## config.mk

```make
export PLATFORM = sky130hd
export DESIGN_NAME = segi_cell
export DESIGN_NICKNAME = d
export VERILOG_FILES = /design/src/design/segi_cell.sv
export SDC_FILE = /design/constraint.sdc
export NUM_CORES = 1
export LEC_CHECK = 0
export BUFFER_PORTS_ARGS = -buffer_cell sky130_fd_sc_hd__clkbuf_2
export CAP_MARGIN = 25
export CORE_AREA = 2 2 245 247
export CTS_BUF_LIST = sky130_fd_sc_hd__clkbuf_8 sky130_fd_sc_hd__clkbuf_16
export DETAILED_ROUTE_END_ITERATION = 8
export DIE_AREA = 0 0 247 249
export PLACE_DENSITY = 0.57
export RECOVER_POWER = 100
export SYNTH_ARGS = -nofsm -noshare
export SYNTH_HDL_FRONTEND = slang
export SYNTH_SLANG_ARGS = --single-unit
```

## constraint.sdc

```tcl
create_clock -name clk -period 4.95 [get_ports clk]
set_input_delay 0 -clock clk [delete_from_list [all_inputs] [get_ports clk]]
set_output_delay 0 -clock clk [all_outputs]
set_load 0.05 [all_outputs]
```

## src/design/segi_cell.sv

```systemverilog
`default_nettype none
// One restoring-division step for x and y; carries the item to the next cell.
module segi_cell #(
  parameter int unsigned NW = 80,
  parameter int unsigned DW = 50,
  parameter int unsigned QW = 25,
  parameter int unsigned CB = 24,
  parameter int unsigned BIT = 0
) (
  input  wire logic                 clk,
  input  wire logic                 en,
  input  wire logic [NW-1:0]        nx_i, ny_i,
  input  wire logic [DW-1:0]        d_i,
  input  wire logic [QW-1:0]        qx_i, qy_i,
  input  wire logic [1:0]           oc_i,
  input  wire logic                 negx_i, negy_i,
  input  wire logic signed [CB-1:0] x0_i, y0_i,
  output logic [NW-1:0]             nx_o, ny_o,
  output logic [DW-1:0]             d_o,
  output logic [QW-1:0]             qx_o, qy_o,
  output logic [1:0]                oc_o,
  output logic                      negx_o, negy_o,
  output logic signed [CB-1:0]      x0_o, y0_o
);
  logic [NW-1:0] dsh, nx_n, ny_n;
  logic          gx, gy;
  assign dsh  = NW'(d_i) << BIT;
  assign gx   = nx_i >= dsh;
  assign gy   = ny_i >= dsh;
  assign nx_n = gx ? nx_i - dsh : nx_i;
  assign ny_n = gy ? ny_i - dsh : ny_i;
  always_ff @(posedge clk) begin
    if (en) begin
      nx_o <= nx_n;
      ny_o <= ny_n;
      d_o  <= d_i;
      qx_o <= qx_i | (QW'(gx) << BIT);
      qy_o <= qy_i | (QW'(gy) << BIT);
      oc_o <= oc_i;
      negx_o <= negx_i;
      negy_o <= negy_i;
      x0_o <= x0_i;
      y0_o <= y0_i;
    end
  end
endmodule
`default_nettype wire

```

**Word-level counts from Yosys, hierarchy flattened**

Index checks and enable logic that the tools add are counted.

- Flip-flop bits (word level): 312
- Bits of input ports: 314
- Output and inout port bits: 312
- Word-level logic and storage cells: 18

- Add/sub/neg operators: 2
- Order comparisons: 2
- Mux-type cells: 2
- Bitwise operators: 2

Operator list:

| kind | number |
|---|---|
| $ge A80 B50 Y1 | 2 |
| $mux W80 | 2 |
| $sub A80 B50 Y80 | 2 |
| $or A25 B1 Y25 | 2 |

**Depth between registers and ports, before layout**

- Depth in word-level cells: 2
- Depth in mapped cells: 14
- Gate-level depth less buffers: 13

**Least setup slack after synthesis**

Ideal clock, no wire load.

- Path kind: input -> register
- Start point: in ny_i[0]
- End point: reg ny_o[58] (data pin)
- Setup time: 0.267 ns
- Data arrival time: 2.742 ns
- Data required time: 4.683 ns
- Path slack: 1.942 ns
- Stages: 13
- Cells stage by stage: inv_1 -> ha_1 -> fa_1 -> nor2b_1 -> o31ai_1 -> a211o_1 -> a21oi_1 -> a2bb2oi_1 -> o21ai_0 -> o31a_1 -> nor3b_2 -> nor3b_1 -> xor2_1

- Cells in the longest elaborated chain, start to end: 2
- Elaborated cells on any way between the ends: 3
- Classes of those cells: 1 x add/sub; 1 x order compare; 1 x mux

Ends and longest elaborated chain:

| what | line | text |
|---|---|---|
| start, declared | 12 | `input wire logic [NW-1:0] nx_i, ny_i,` |
| $sub A80 B50 Y80 or $ge A80 B50 Y1 (tied branches) | 31, 29 |  |
| $mux W80 (*) | 31 | `assign ny_n = gy ? ny_i - dsh : ny_i;` |
| net ny_n[58] | 25 | `logic [NW-1:0] dsh, nx_n, ny_n;` |
| end signal, assigned | 35 | `ny_o <= ny_n;` |
| end, declared | 18 | `output logic [NW-1:0] nx_o, ny_o,` |

Mark *: on every way through the listed nets, which the timed path passes. The rest lies on a longest branch.
A chain may end at the register's enable or synchronous reset.

**Worst setup path in the final report**

- Start point: in nx_i[0]
- End point: reg nx_o[76] (data pin)

- Cells in the longest elaborated chain, start to end: 2
- Elaborated cells on any way between the ends: 3
- Classes of those cells: 1 x add/sub; 1 x order compare; 1 x mux

Ends and longest elaborated chain:

| what | line | text |
|---|---|---|
| start, declared | 12 |  |
| $sub A80 B50 Y80 or $ge A80 B50 Y1 (tied branches) | 30, 28 |  |
| $mux W80 (*) | 30 | `assign nx_n = gx ? nx_i - dsh : nx_i;` |
| net nx_n[76] | 25 |  |
| end signal, assigned | 34 | `nx_o <= nx_n;` |
| end, declared | 18 |  |

Marks and branches as above.

==> summary.md <==
| Metric | Value |
|---|---|
| Status | complete, but fails checks |
| Failing checks | capacitance limit, slew limit |
| Clock buffer count from CTS | 39 |
| Rows | 89 |
| Global-route wire length before repair | 108 mm |
| Leak | between 10 and 15 nW |
| VDD IR max | 0.000270 V |
| Vias in the first global route | 17,700 |
| Core Box Area | 0.0587 mm2 |
| MaxCap Viol Count | 2 |
| Post-Synthesis Cells | around 1,700 |
| WS Path Type | input port to flop |
| Synth area leaders | edfxtp_1, ha_1, a21oi_1 |
| Post-DP HPWL | 57.4 mm |
| Register bit total from synthesis | 312 |
| Total die area | approximately 0.06 mm2 |
| Dpl ws | 1.04 ns |
| Area added between synthesis and finish | 45.6% |
| Hold_ws | 0.157 ns |
| Dominant synthesized flop cell | edfxtp_1 |
| # DRC | 0 |
| Reg clk slew, reported paths | 0.06 ns |
| Final Max Tran Viols | ~130 |
| Initial core utilization | 30.9% |
| Overflow left after global routing | 0 |
| Setup TNS | 0 ns |
| Antenna Nets Post-Route | 0 |
| Slew headroom | -139% |
| Async SR Flop Fraction | 0% |
| Post-synthesis cell area | 0.0181 mm2 |
| TritonCTS Sinks | 312 |
| Total GRT Usage | 23.0% |
| Routability Congestion | 0.957 |
| Post-synth EDFFs | 312 |
| Yosys warnings | 0 |
| Synth top cells by count | edfxtp_1, a21oi_1, nor2_1, nand2_1, ha_1 |
| Register area share after synthesis | 51.7% |
| WL/cell | roughly 21 um |
| DIE WIDTH | 247 um |
| Netlist cell types | 82 |
| Fmax achieved | 211 MHz |
| Nets@finish | 3,092 |
| Post-route setup slack | 0.221 ns |
| First DRT Iteration DRCs | 1,206 |
| Ports | around 630 |
| Vias | approximately 18,000 |
| Setup-failing EPs final | 0 |
| Hold path startpoint | y0_i[8] |
| Max FO, Critical Path | 9 |
| Max Root-Sink Buffers | 3 |
| Yosys top cell by area | edfxtp_1 |
| Number of vias per cell | 5.04 |
| Hold Vio Cnt, Final | 0 |
| Critical path endpoint category | flop |
| Root buffer cell | clkbuf_16 |
| Die Ht | 249 um |
| Initial antenna violation count | 8 |
| Crit. Startpoint | nx_i[0] |
| Max H-tree Level | 2 |
| Worst hold path stage count | 2 |
| CTS tree | yes |
| Share of layout cells above drive strength 1 | 13.6% |
| Post-route core utilization | 45.0% |
| Syn Area/Cell | 10.5 um2 |
| Min-delay worst type | input port to flop |
| Pwr dens | about 350 mW/mm2 |
| Worst-margin pin slew | around 3.6 ns |
| Pre-antenna DRT Iters | 5 |
| Count leader, synth | edfxtp_1 |
| Share of the synthesized area in the top cell type | 51.7% |
| Startpoint types | input port |
| Critical Path RT | 5.25 ns |
| Worst endpoint data arrival time | 5.03 ns |
| Largest net degree at the start of global routing | between 100 and 150 |
| Total power | 0.00925 W |
| Fin crit share | 95.5% |
| Drt total wl | 74.0 mm |
| Minimum clock period | 4.73 ns |
| Syn nets | 2,135 |
| Filler instances | about 5,700 |
| # port buffers | 625 |
[report_power, final]
group | switching (W) | internal [W] | leakage [nW] | total [W]
Clock | 0.00116 | 0.00189 | 0.692 | 0.00305
Combinational | 0.00203 | 0.000806 | 6.67 | 0.00284
Sequential | 0.0000917 | 0.00327 | 3.05 | 0.00336
[per-stage QoR]
step | area (um2) | cells
detailed placement | 22100 | 3065
global route | 26400 | 3481
global placement | 22100 | 3064
CTS | 26900 | 3476
floorplan | 18100 | 1719
finish | 26400 | 3482
[state kept, by name (all words and copies together), names as in the netlist]
signal	count
qx_o	25
y0_o	24
negy_o	1
oc_o	2
x0_o	24
qy_o	25
d_o	50
negx_o	1
ny_o	80
nx_o	80
[metal layers]
layer  share of wire (%)  GRT usage [%]  vias to the layer above
met5               0.085              0                        -
met4                 4.0           8.78                        8
met3                 6.4           3.91                      153
met2                  47           38.7                      684
met1                  42           29.4                     8380
li1                    -              -                     8310
[worst max-delay path: stages]
cell           delay (ns)
dlygate4sd3_1        0.53
clkbuf_1             0.17
inv_1                0.06
ha_1                 0.23
fa_1                 0.40
nand2b_1             0.16
a21oi_1              0.34
a21o_1               0.23
a311o_1              0.26
a21boi_0             0.37
o211a_1              0.59
nor3_1               0.33
nand4_1              0.25
or3_1                0.39
xnor2_1              0.14
dlygate4sd3_1        0.56
[worst paths after layout]
path	slack, ns	end
worst min-delay path	0.16	y0_o[8]
worst max-delay path	0.22	nx_o[76]
[area by class of cell]
type                            instances  area, um2  area share, %
Tap cell                              773        967           3.66
Antenna cell                            3       7.51         0.0284
Multi-Input combinational cell       1269       8240           31.2
Clock buffer                           40       1000           3.79
Sequential cell                       312       9370           35.5
Clock inverter                         31        363           1.37
Timing Repair Buffer                  977       6160           23.3
Inverter                               77        289           1.09
[logic make-up (layout without fill, tap and decap cells)]
logic type / after synthesis / in the layout / synth area share, %
flops: 312 / 312 / 51.7
xor+xnor: 148 / 148 / 7.15
simple gates: 540 / 540 / 14.7
mux: 17 / 17 / 1.05
compound gates: 461 / 462 / 15.4
buf+inv: 139 / 1125 / 2.95
fa+ha+maj: 102 / 102 / 7.12
other cells: 0 / 3 / 0
[placed cells by master (no fill, tap or decap), drive strengths merged, types with 17 or more instances in the layout]
master,n
xnor2,95
nor2,177
xor2,53
nor3,44
ha,100
inv,87
a21o,50
a21oi,218
edfxtp,312
or3,17
dlygate4sd3,340
nand2,131
o21ai,77
clkbuf,670
nor4,19
nand4,40
nand3,35
[what timing repair did]
item | in CTS | in global routing
hold endpoints to repair | 370 | 0
resized for setup | 0 | 2
setup buffers | 0 | 2
setup endpoints to repair | 0 | 1
hold buffers | 340 | 0
(Power assumes the default switching activity.)
